### config.mk
export PLATFORM = sky130hd
export DESIGN_NAME = mbr_encode
export DESIGN_NICKNAME = d
export VERILOG_FILES = /design/src/hdl/mbr_pkg.sv /design/src/hdl/mbr_encode.sv
export SDC_FILE = /design/constraint.sdc
export NUM_CORES = 1
export LEC_CHECK = 0
export BUFFER_PORTS_ARGS = -buffer_cell sky130_fd_sc_hd__buf_2
export CELL_PAD_IN_SITES_DETAIL_PLACEMENT = 1
export CELL_PAD_IN_SITES_GLOBAL_PLACEMENT = 2
export CORE_ASPECT_RATIO = 1.5
export CORE_MARGIN = 5
export CORE_UTILIZATION = 37
export DETAILED_ROUTE_END_ITERATION = 10
export PLACE_DENSITY_LB_ADDON = 0.08
export SLEW_MARGIN = 10
export SYNTH_ARGS = -nofsm -noshare
export SYNTH_HDL_FRONTEND = slang
export SYNTH_SLANG_ARGS = --single-unit
### constraint.sdc
create_clock -name vclk -period 31.2
set_clock_uncertainty 0.1 [all_clocks]
set_input_delay 4.68 -clock vclk [all_inputs]
set_output_delay 4.68 -clock vclk [all_outputs]
set_load 0.03 [all_outputs]
### src/hdl/mbr_pkg.sv
`timescale 1ns / 1ps

package mbr_pkg;

   // Largest source level the line store is sized for.
   localparam int MAX_WIDTH  = 4096;
   localparam int MAX_HEIGHT = 4096;

   // Register widths fixed by the register map.
   localparam int CSR_SIZE_W = 13;
   localparam int CSR_DATA_W = 13;
   localparam int CSR_IDX_W  = 2;

   // Position counters and effective sizes.
   localparam int COL_W  = (MAX_WIDTH > 2) ? $clog2(MAX_WIDTH) : 1;
   localparam int ROW_W  = (MAX_HEIGHT > 2) ? $clog2(MAX_HEIGHT) : 1;
   localparam int EFFW_W = COL_W + 1;
   localparam int EFFH_W = ROW_W + 1;

   // The line store keeps the top row as column pairs, one pair per word.
   localparam int STORE_DEPTH = (MAX_WIDTH + 1) / 2;
   localparam int STORE_AW    = (STORE_DEPTH > 1) ? $clog2(STORE_DEPTH) : 1;

   // Linear light is unsigned Q0.16, 65535 = 1.0.
   localparam int LIN_W = 16;

   typedef enum logic [CSR_IDX_W-1:0] {
      CSR_SRC_WIDTH  = 2'd0,
      CSR_SRC_HEIGHT = 2'd1,
      CSR_SRGB_MODE  = 2'd2
   } csr_index_type;

   typedef struct packed {
      logic [7:0] alpha;
      logic [7:0] blue;
      logic [7:0] green;
      logic [7:0] red;
   } pixel_type;

   // hi is the odd column, lo the even column to its left
   typedef struct packed {
      pixel_type hi;
      pixel_type lo;
   } pixel_pair_type;

   // Table build constants; everything below runs at elaboration only.
   // Codes are taken over a denominator of 510 so that decode points (2k/510)
   // and code midpoints ((2k-1)/510) share one formula.
   localparam logic [63:0] SRGB_DEN  = 64'd510;
   localparam logic [63:0] LIN_DEN   = 64'd1292 * SRGB_DEN;
   localparam logic [63:0] POW_DEN   = 64'd1055 * SRGB_DEN;
   localparam logic [63:0] Q30_ONE   = 64'd1 << 30;
   localparam logic [63:0] Q30_HALF  = 64'd1 << 29;
   localparam logic [63:0] KNEE_NUM  = 64'd4045;
   localparam logic [63:0] KNEE_DEN  = 64'd100000;

   function automatic logic [63:0] mul_q30(input logic [63:0] a, input logic [63:0] b);
      return (a * b) >> 30;
   endfunction

   function automatic logic [63:0] pow5_q30(input logic [63:0] r);
      logic [63:0] r2;
      r2 = mul_q30(r, r);
      return mul_q30(mul_q30(r2, r2), r);
   endfunction

   // 65535 * lin(num/510), rounded to nearest or up
   function automatic logic [LIN_W-1:0] lin_value(input logic [63:0] num, input logic up);
      logic [63:0] a;
      logic [63:0] t;
      logic [63:0] t2;
      logic [63:0] lo;
      logic [63:0] hi;
      logic [63:0] mid;
      logic [63:0] q;
      if (num * KNEE_DEN <= KNEE_NUM * SRGB_DEN) begin
         a = 64'd6553500 * num;
         if (up) begin
            q = (a + LIN_DEN - 64'd1) / LIN_DEN;
         end else begin
            q = (a + LIN_DEN / 64'd2) / LIN_DEN;
         end
      end else begin
         t = ((64'd1000 * num + 64'd55 * SRGB_DEN) << 30) / POW_DEN;
         if (t > Q30_ONE) begin
            t = Q30_ONE;
         end
         t2 = mul_q30(t, t);
         // t^2.4 = t^2 * (t^2)^(1/5); fifth root by bisection, truncating
         lo = 64'd0;
         hi = Q30_ONE;
         for (int i = 0; i < 32; i++) begin
            if (lo < hi) begin
               mid = (lo + hi + 64'd1) >> 1;
               if (pow5_q30(mid) <= t2) begin
                  lo = mid;
               end else begin
                  hi = mid - 64'd1;
               end
            end
         end
         a = mul_q30(t2, lo) * 64'd65535;
         if (up) begin
            q = (a + Q30_ONE - 64'd1) >> 30;
         end else begin
            q = (a + Q30_HALF) >> 30;
         end
      end
      return q[LIN_W-1:0];
   endfunction

   function automatic logic [LIN_W-1:0] srgb_decode(input int unsigned k);
      return lin_value(64'(2 * k), 1'b0);
   endfunction

   // Lowest linear value that re-encodes to code k.
   function automatic logic [LIN_W-1:0] srgb_threshold(input int unsigned k);
      if (k == 0) begin
         return '0;
      end
      return lin_value(64'(2 * k - 1), 1'b1);
   endfunction

endpackage

### src/hdl/mbr_encode.sv
`timescale 1ns / 1ps

module mbr_encode (
   input  logic [mbr_pkg::LIN_W-1:0] lin,
   output logic [7:0]                code
);

   logic [mbr_pkg::LIN_W-1:0] thr_tab [256];

   for (genvar k = 0; k < 256; k++) begin : g_thr
      localparam logic [mbr_pkg::LIN_W-1:0] ThrVal = mbr_pkg::srgb_threshold(k);
      assign thr_tab[k] = ThrVal;
   end

   // Thresholds rise with the code, so the largest code whose threshold is
   // not above lin falls out of a bitwise search, MSB first.
   always_comb begin
      logic [7:0] acc;
      logic [7:0] trial;
      acc = '0;
      for (int b = 7; b >= 0; b--) begin
         trial = acc | (8'd1 << b);
         if (thr_tab[trial] <= lin) begin
            acc = trial;
         end
      end
      code = acc;
   end

endmodule

==> results of run 1 <==
==> cells by family after synthesis <==
kind of cell | Yosys count | share of synthesized area
AND/OR/NAND/NOR | 373 | 0.245
XOR/XNOR | 2 | 0.00251
buffers and inverters | 128 | 0.0830
AO/OA/AOI/OAI | 456 | 0.422
multiplexers | 6 | 0.00878
adder cells (fa/ha/maj) | 133 | 0.238
==> power groups by stage <==
| stage | combinational [mW] | sequential, mW | clock, mW |
|---|---|---|---|
| CTS | 0.495 | 0 | 0 |
| floorplan | 0.333 | 0 | 0 |
| global placement | 0.495 | 0 | 0 |
| detailed placement | 0.493 | 0 | 0 |
| finish | 0.515 | 0 | 0 |
| global route | 0.551 | 0 | 0 |
==> final timing paths <==
path	start	end	slack (ps)	cells after the start
min	lin[12]	code[6]	9910	6
max	lin[2]	code[0]	1010	78
==> through the flow <==
step	setup slack [ps]	power, mW	util
final	1010	0.515	0.388
after global routing	27.0	0.551	0.388
after CTS	972	0.495	0.387
after detailed placement	1040	0.493	0.387
after global placement	1030	0.495	0.387
after floorplan	1910	0.333	-
==> layout make-up <==
type / instances / area, um^2 / share of cell area
Timing Repair Buffer: 47 / 293 / 0.0407
Inverter: 35 / 140 / 0.0195
Multi-Input combinational cell: 970 / 6440 / 0.896
Tap cell: 252 / 315 / 0.0439
==> routing by layer <==
| metal | vias up | GRT usage | part of all wire |
|---|---|---|---|
| met5 | - | 0 | 0 |
| met3 | 213 | 0.0482 | 0.078 |
| met2 | 605 | 0.593 | 0.46 |
| met4 | 0 | 0.282 | 0.099 |
| met1 | 4423 | 0.429 | 0.37 |
| li1 | 4106 | - | - |
==> synthesized netlist by cell type, drive strengths merged (5+ instances only) <==
| cell type | n | share of area |
|---|---|---|
| a21oi | 145 | 0.10 |
| nand2 | 140 | 0.078 |
| ha | 133 | 0.24 |
| nor2 | 107 | 0.058 |
| o21ai | 94 | 0.067 |
| buf | 47 | 0.039 |
| clkbuf | 46 | 0.025 |
| inv | 31 | 0.017 |
| nor3 | 29 | 0.021 |
| o211ai | 26 | 0.028 |
| nand4 | 24 | 0.022 |
| a31oi | 23 | 0.023 |
| nand3 | 22 | 0.016 |
| a211oi | 19 | 0.020 |
| o21a | 13 | 0.014 |
| o22ai | 13 | 0.012 |
| o311ai | 13 | 0.016 |
| a21o | 10 | 0.011 |
| a221oi | 10 | 0.013 |
| o221ai | 9 | 0.011 |
| a311oi | 8 | 0.010 |
| nor2b | 8 | 0.0072 |
| o31ai | 7 | 0.0075 |
| a32oi | 6 | 0.0075 |
| o32ai | 6 | 0.0075 |
| or3 | 6 | 0.0054 |
| or4 | 6 | 0.0065 |
| and2 | 5 | 0.0045 |
| and3 | 5 | 0.0045 |
| mux2i | 5 | 0.0072 |
| nor4 | 5 | 0.0054 |
==> cell usage in the layout, fill, tap and decap left out, types with 9 or more instances in the layout <==
cell type and n:
sky130_fd_sc_hd__buf_4 23, sky130_fd_sc_hd__o22ai_1 13, sky130_fd_sc_hd__a21o_1 10, sky130_fd_sc_hd__buf_2 24
sky130_fd_sc_hd__a211oi_1 19, sky130_fd_sc_hd__ha_1 133, sky130_fd_sc_hd__o21ai_0 91, sky130_fd_sc_hd__a31oi_1 22
sky130_fd_sc_hd__o311ai_0 12, sky130_fd_sc_hd__o21a_1 13, sky130_fd_sc_hd__nor3_1 29, sky130_fd_sc_hd__a21oi_1 145
sky130_fd_sc_hd__a221oi_1 10, sky130_fd_sc_hd__nand2_1 132, sky130_fd_sc_hd__o221ai_1 9, sky130_fd_sc_hd__inv_1 27
sky130_fd_sc_hd__o211ai_1 26, sky130_fd_sc_hd__nor2_1 105, sky130_fd_sc_hd__nand4_1 23, sky130_fd_sc_hd__nand3_1 22
==> results.ini, run 1 <==
[finish]
n_sequential_cell=0
antenna_cells=0
seqCellArea_um2=0
area_growth_pct=2.96
fin_nets=1203
num-clock-buffers=0
finalNonFillerCells=1304
layout-drive-gt1-share=0.0703
final_design_area_no_fill_um2=7190
n_fill_cell=2474

[timing]
transition_time_at_the_pin_with_the_least_slew_margin_ps=1200
totalNegativeSetupSlack_ps=0
maxSlewViolCount=0
report.final.setup_viol=0
fmax_mhz=33.1
period_share=0.968
min_period_ps=30190
timing_hold_violations_final=0
unrepaired_setup_endpoints_after_global_routing=false
fin_hold_ws_ps=9910
slew-limit-headroom=0.190

[yosys]
postSynthNetCount=1247
fraction_of_the_yosys_area_taken_by_sequential_cells=0
syn_area_um2=6980
synth_area_per_cell_um2=6.36
netlist-cell-type-count=77
post_synth_inst_count=1098
synth_warnings=0

[detailed_routing]
via_per_inst=7.17
routed_wl_um=40000
detail-route-antenna-nets=0
detailedRoute.firstIterationViolations=1031
first_pass_iters=5
wl_per_cell_um=30.7
detailed_route_drc_error_count=0
routed-via-count=9347

[global_route]
groute.usage.overall=0.365
antenna_found_initial=0
largest_net_degree_at_the_start_of_global_routing=73
grt_overflow=0
first_global_vias=9498
first_pass_grt_wire_length_um=60400

[run_status]
status=finished, final reports clean

[place]
place_inst=1304
dp_hpwl_um=29200
dpl_cell_area_um2=7170
gpl.final_weighted_congestion=1.03
port-buffer-count=24

[clocking]
cts_hold_buffers=0
postCtsSetupRepairBufs=0
cts_resized=0

[setup_path]
cp_max_fo=56
cpMostUsedCell=sky130_fd_sc_hd__ha_1
critical_path.top_delay_family=compound AO/OA/AOI/OAI gates
timing.critical_path.slowest_cell_delay_ps=640
startpoint_type=primary input
worstPathBufferInverterCount=14
cp_data_arrival_time_ps=25410
critical-path-slowest-cell=sky130_fd_sc_hd__ha_1
worstSetupEndpointType=output port
critical_path_class=in -> out
worst_ep_required_time_ps=26420

[run]
cap_violations=0

[power_and_ir_drop]
sequentialPowerShare=0
clock_power_share=0
switching_share_of_power=0.698
power_density_nw_per_um2=71.6
cell_internal_pwr_mw=0.155
comb_power_share=1.000
peakVddDrop_uv=37.8
power.switching_mw=0.359
power.leakage_nw=2.90

[floorplan]
ioPinCount=24
placeableCoreArea_um2=18500
initial_core_util=0.376
rows=61
floorplan.die.height_um=178
dieArea_um2=21800
die-width_um=122

[worst_hold_path]
hp-class=in -> out

No activity file was read; power rests on OpenSTA's default activity.
==> inputs of run 2 (changes only) <==
--- a/config.mk
+++ b/config.mk
@@ -10,9 +10,10 @@
 export CELL_PAD_IN_SITES_GLOBAL_PLACEMENT = 2
 export CORE_ASPECT_RATIO = 1.5
 export CORE_MARGIN = 5
-export CORE_UTILIZATION = 37
+export CORE_UTILIZATION = 34
 export DETAILED_ROUTE_END_ITERATION = 10
 export PLACE_DENSITY_LB_ADDON = 0.08
+export REMOVE_ABC_BUFFERS = 1
 export SLEW_MARGIN = 10
 export SYNTH_ARGS = -nofsm -noshare
 export SYNTH_HDL_FRONTEND = slang
==> run 2 against run 1 <==
Clock-buffer cell count unchanged. Highest routed layer unchanged. Critical path depth decreased by 2. Critical endpoint unchanged. Die area increased by 8.2%. First-iteration DRC count decreased by 12%.
==> results.ini, run 2 (same netlist as run 1, synthesis figures left out) <==
[finish]
finalNonFillerCells=1323
layout.cells.most_common=sky130_fd_sc_hd__a21oi_1
layout-drive-gt1-share=0.0756
most_frequent_cells_in_the_layout=sky130_fd_sc_hd__a21oi_1 (145), sky130_fd_sc_hd__nand2_1 (133), sky130_fd_sc_hd__ha_1 (133)
fin_nets=1209
area_growth_pct=3.94
n_sequential_cell=0
n_fill_cell=2707
num-clock-buffers=0
seqCellArea_um2=0

[global_route]
largest_net_degree_at_the_start_of_global_routing=66
first_pass_grt_wire_length_um=62400
first_global_vias=9565
antenna_found_initial=2
grt_overflow=0
groute.usage.overall=0.347

[setup_path]
timing.critical_path.slowest_cell_delay_ps=810
timing.critical_path.to=code[0]
cp_data_arrival_time_ps=25770
critPathLaunch=lin[2]
cp_max_fo=51
worst_ep_required_time_ps=26420
cpMostUsedCell=sky130_fd_sc_hd__ha_1
worstSetupEndpointType=output port
critical_path_class=in -> out
critical-path-slowest-cell=sky130_fd_sc_hd__o311ai_0
startpoint_type=primary input

[run_status]
status=finished, final reports clean

[power_and_ir_drop]
comb_power_share=1.000
power.leakage_nw=2.93
peakVddDrop_uv=22.6
clock_power_share=0
power.switching_mw=0.367
power_density_nw_per_um2=72.2
cell_internal_pwr_mw=0.157
switching_share_of_power=0.700
sequentialPowerShare=0

[timing]
transition_time_at_the_pin_with_the_least_slew_margin_ps=1110
final.setup.worst_slack_ps=649
maxSlewViolCount=0
slew-limit-headroom=0.258
period_share=0.979
report.final.setup_viol=0
unrepaired_setup_endpoints_after_global_routing=false
min_period_ps=30550
timing_hold_violations_final=0
fmax_mhz=32.7
fin_hold_ws_ps=10000

[detailed_routing]
routed_wl_um=42000
wl_per_cell_um=31.8
via_per_inst=7.03
detailedRoute.firstIterationViolations=907
first_pass_iters=5
detail-route-antenna-nets=0
routed-via-count=9307
detailed_route_drc_error_count=0

[run]
cap_violations=0

[worst_hold_path]
hp-class=in -> out

[place]
port-buffer-count=24
gpl.final_weighted_congestion=0.940
setup_slack_at_placement_ps=815
dp_hpwl_um=30800
place_inst=1322

[floorplan]
rows=64
floorplan.die.height_um=185
initial_core_util=0.343
placeableCoreArea_um2=20300
dieArea_um2=23600
ioPinCount=24
die-width_um=127

[clocking]
cts_hold_buffers=0
postCtsSetupRepairBufs=0

==> run 2: critical path: cells and delay by family <==
family / cells / cell delay (ps)
AO/OA/AOI/OAI: 34 / 7690
AND/OR/NAND/NOR: 20 / 5920
adder cells (fa/ha/maj): 10 / 3890
buffers and inverters: 12 / 3460
==> run 2: stage by stage <==
step | area [um^2] | util | setup TNS [ps] | power, mW
floorplan | 6540 | - | -11160 | 0.317
global placement | 7230 | 0.356 | 0 | 0.508
detailed placement | 7230 | 0.356 | 0 | 0.505
CTS | 7230 | 0.356 | 0 | 0.507
global route | 7260 | 0.357 | 0 | 0.557
finish | 7260 | 0.357 | 0 | 0.524
==> run 2: worst min-delay path by stage <==
| stage | startpoint | to | slack, ps | cells after the start |
|---|---|---|---|---|
| after detailed placement | lin[15] | code[7] | 9990 | 3 |
| after CTS | lin[15] | code[7] | 9990 | 3 |
| after floorplan | lin[15] | code[0] | 9700 | 3 |
| after global placement | lin[15] | code[7] | 10000 | 3 |
| after global routing | lin[15] | code[7] | 10030 | 3 |
| final | lin[15] | code[7] | 10000 | 3 |
==> run 2: routing by layer <==
layer  wire length, um  up-vias  track usage
met1             16100     4509        0.410
met5                 0        -            0
met4              3420        0        0.220
met3              2520      182       0.0336
met2             19900      496        0.598
li1                  -     4120            -
==> run 2: timing repair <==
item	4_1_cts	5_1_grt
hold endpoints to repair	0	0
gates resized for setup	0	8
setup endpoints to repair	0	1
==> run 2: power by group through the flow <==
stage	Combinational, mW	Clock [mW]	Sequential [mW]
after global routing	0.557	0.0000000215	0
final	0.524	0.0000000189	0
after global placement	0.508	0	0
after CTS	0.507	0	0
after detailed placement	0.505	0	0
after floorplan	0.317	0	0
==> run 2: cell type report <==
class                      instances  area, um^2  area share
timing repair buffer              53         342      0.0471
inverter                          35         136      0.0188
tap                              264         330      0.0455
multi-input combinational        970        6440       0.888
antenna                            1        2.50    0.000345
==> inputs of run 3 (changes only) <==
--- a/config.mk
+++ b/config.mk
@@ -10,8 +10,9 @@
 export CELL_PAD_IN_SITES_GLOBAL_PLACEMENT = 2
 export CORE_ASPECT_RATIO = 1.5
 export CORE_MARGIN = 5
-export CORE_UTILIZATION = 34
+export CORE_UTILIZATION = 37
 export DETAILED_ROUTE_END_ITERATION = 10
+export MAX_ROUTING_LAYER = met4
 export PLACE_DENSITY_LB_ADDON = 0.08
 export REMOVE_ABC_BUFFERS = 1
 export SLEW_MARGIN = 10
==> run 3 against run 2 <==
Die area shrank 7.6%. Global-route usage grew 2.7 points. Final cell count shrank 1.2%. Non-clock buffer count shrank 4. Worst hold slack lost 270 ps. Sequential share of layout area is the same. Flip-flop and latch count is the same. First-iteration DRC count grew 24%. Routed wire length shrank 4.0%. Cell area shrank 0.43%. Largest cell class unchanged.
==> results.ini, run 3 (same netlist as run 1, synthesis figures left out) <==
[run_status]
status=finished, final reports clean

[timing]
period_share=0.976
transition_time_at_the_pin_with_the_least_slew_margin_ps=980
report.final.setup_viol=0
fmax_mhz=32.8
fin_hold_ws_ps=9730
slew-limit-headroom=0.344
maxSlewViolCount=0
min_period_ps=30450
unrepaired_setup_endpoints_after_global_routing=false
timing_hold_violations_final=0

[setup_path]
timing.critical_path.slowest_cell_delay_ps=850
startpoint_type=primary input
worst_ep_required_time_ps=26420
critical-path-slowest-cell=sky130_fd_sc_hd__a311oi_2
critPathLaunch=lin[2]
critical_path_class=in -> out
cp_data_arrival_time_ps=25670
cpMostUsedCell=sky130_fd_sc_hd__ha_1
worstSetupEndpointType=output port
cp_max_fo=44

[clocking]
cts_resized=0
postCtsSetupRepairBufs=0
cts_hold_buffers=0

[global_route]
antenna_found_initial=1
grt_util_met2=0.602
largest_net_degree_at_the_start_of_global_routing=66
first_global_vias=9362
first_pass_grt_wire_length_um=60000
met1_track_demand_over_resource=0.428
globalRouteMet3Util=0.0409
grt-busiest-layer=met2
groute.usage.overall=0.373
grt_overflow=0

[finish]
n_fill_cell=2482
fin_nets=1205
layout-drive-gt1-share=0.0769
most_frequent_cells_in_the_layout=sky130_fd_sc_hd__a21oi_1 (145), sky130_fd_sc_hd__nand2_1 (132), sky130_fd_sc_hd__ha_1 (132)
layout.cells.most_common=sky130_fd_sc_hd__a21oi_1
num-clock-buffers=0
area_growth_pct=3.50
n_sequential_cell=0
seqCellArea_um2=0

[floorplan]
floorplan.die.height_um=178
placeableCoreArea_um2=18500
die-width_um=122
rows=61
dieArea_um2=21800
initial_core_util=0.376
ioPinCount=24

[place]
dp_hpwl_um=29500
port-buffer-count=24
gpl.final_weighted_congestion=1.04

[worst_hold_path]
timing.hold.worst_path_depth=3
hold_path.startpoint=lin[15]
hp-class=in -> out
timing.hold.worst_endpoint=code[7]

[detailed_routing]
detailed_route_drc_error_count=0
detail-route-antenna-nets=0
detailedRoute.firstIterationViolations=1128
routed_wl_um=40300
wl_per_cell_um=30.9
via_per_inst=7.18
first_pass_iters=5
routed-via-count=9389

[run]
cap_violations=0

==> run 3: cell types whose count changed in the layout (fill, tap and decap cells not counted) <==
cell	previous run	this run
sky130_fd_sc_hd__o311ai_0	12	11
sky130_fd_sc_hd__nor4_2	1	2
sky130_fd_sc_hd__nand2_2	6	7
sky130_fd_sc_hd__buf_4	28	25
sky130_fd_sc_hd__nor4_1	4	3
sky130_fd_sc_hd__buf_6	1	0
sky130_fd_sc_hd__ha_2	0	1
sky130_fd_sc_hd__ha_1	133	132
sky130_fd_sc_hd__a41o_1	2	1
sky130_fd_sc_hd__inv_2	2	3
sky130_fd_sc_hd__nand2_1	133	132
sky130_fd_sc_hd__o311ai_2	0	1
sky130_fd_sc_hd__a41o_2	0	1
sky130_fd_sc_hd__inv_4	2	1
==> run 3: worst max-delay path by stage <==
stage                   end  cells after the start
floorplan           code[0]                     75
global placement    code[0]                     76
global route        code[0]                     76
detailed placement  code[0]                     74
finish              code[0]                     73
CTS                 code[0]                     75
==> run 3: critical path, delay by kind of cell <==
kind	cells	cell delay, ps
simple gates	16	5210
buf+inv	11	3080
compound gates	36	8920
fa+ha+maj	10	3650
==> run 3: routing by layer <==
metal	vias to the layer above	wire, um
li1	4101	-
met1	4522	15300
met2	547	18500
met3	219	2680
met4	0	3910
met5	-	0
==> run 3: final cells by class <==
| type | count | area (um^2) | share of cell area |
|---|---|---|---|
| tap | 252 | 315 | 0.0436 |
| multi-input combinational | 970 | 6460 | 0.895 |
| inverter | 35 | 134 | 0.0185 |
| antenna | 1 | 2.50 | 0.000346 |
| timing repair buffer | 49 | 308 | 0.0426 |
==> run 3: through the flow <==
stage	utilization	setup WS [ps]	cells	TNS, ps	area, um^2
finish	0.390	754	1307	0	7220
global route	0.390	101	1307	0	7220
CTS	0.388	204	1306	0	7190
detailed placement	0.388	307	1306	0	7190
global placement	0.387	510	1306	0	7190
floorplan	-	-7420	1005	-11160	6540
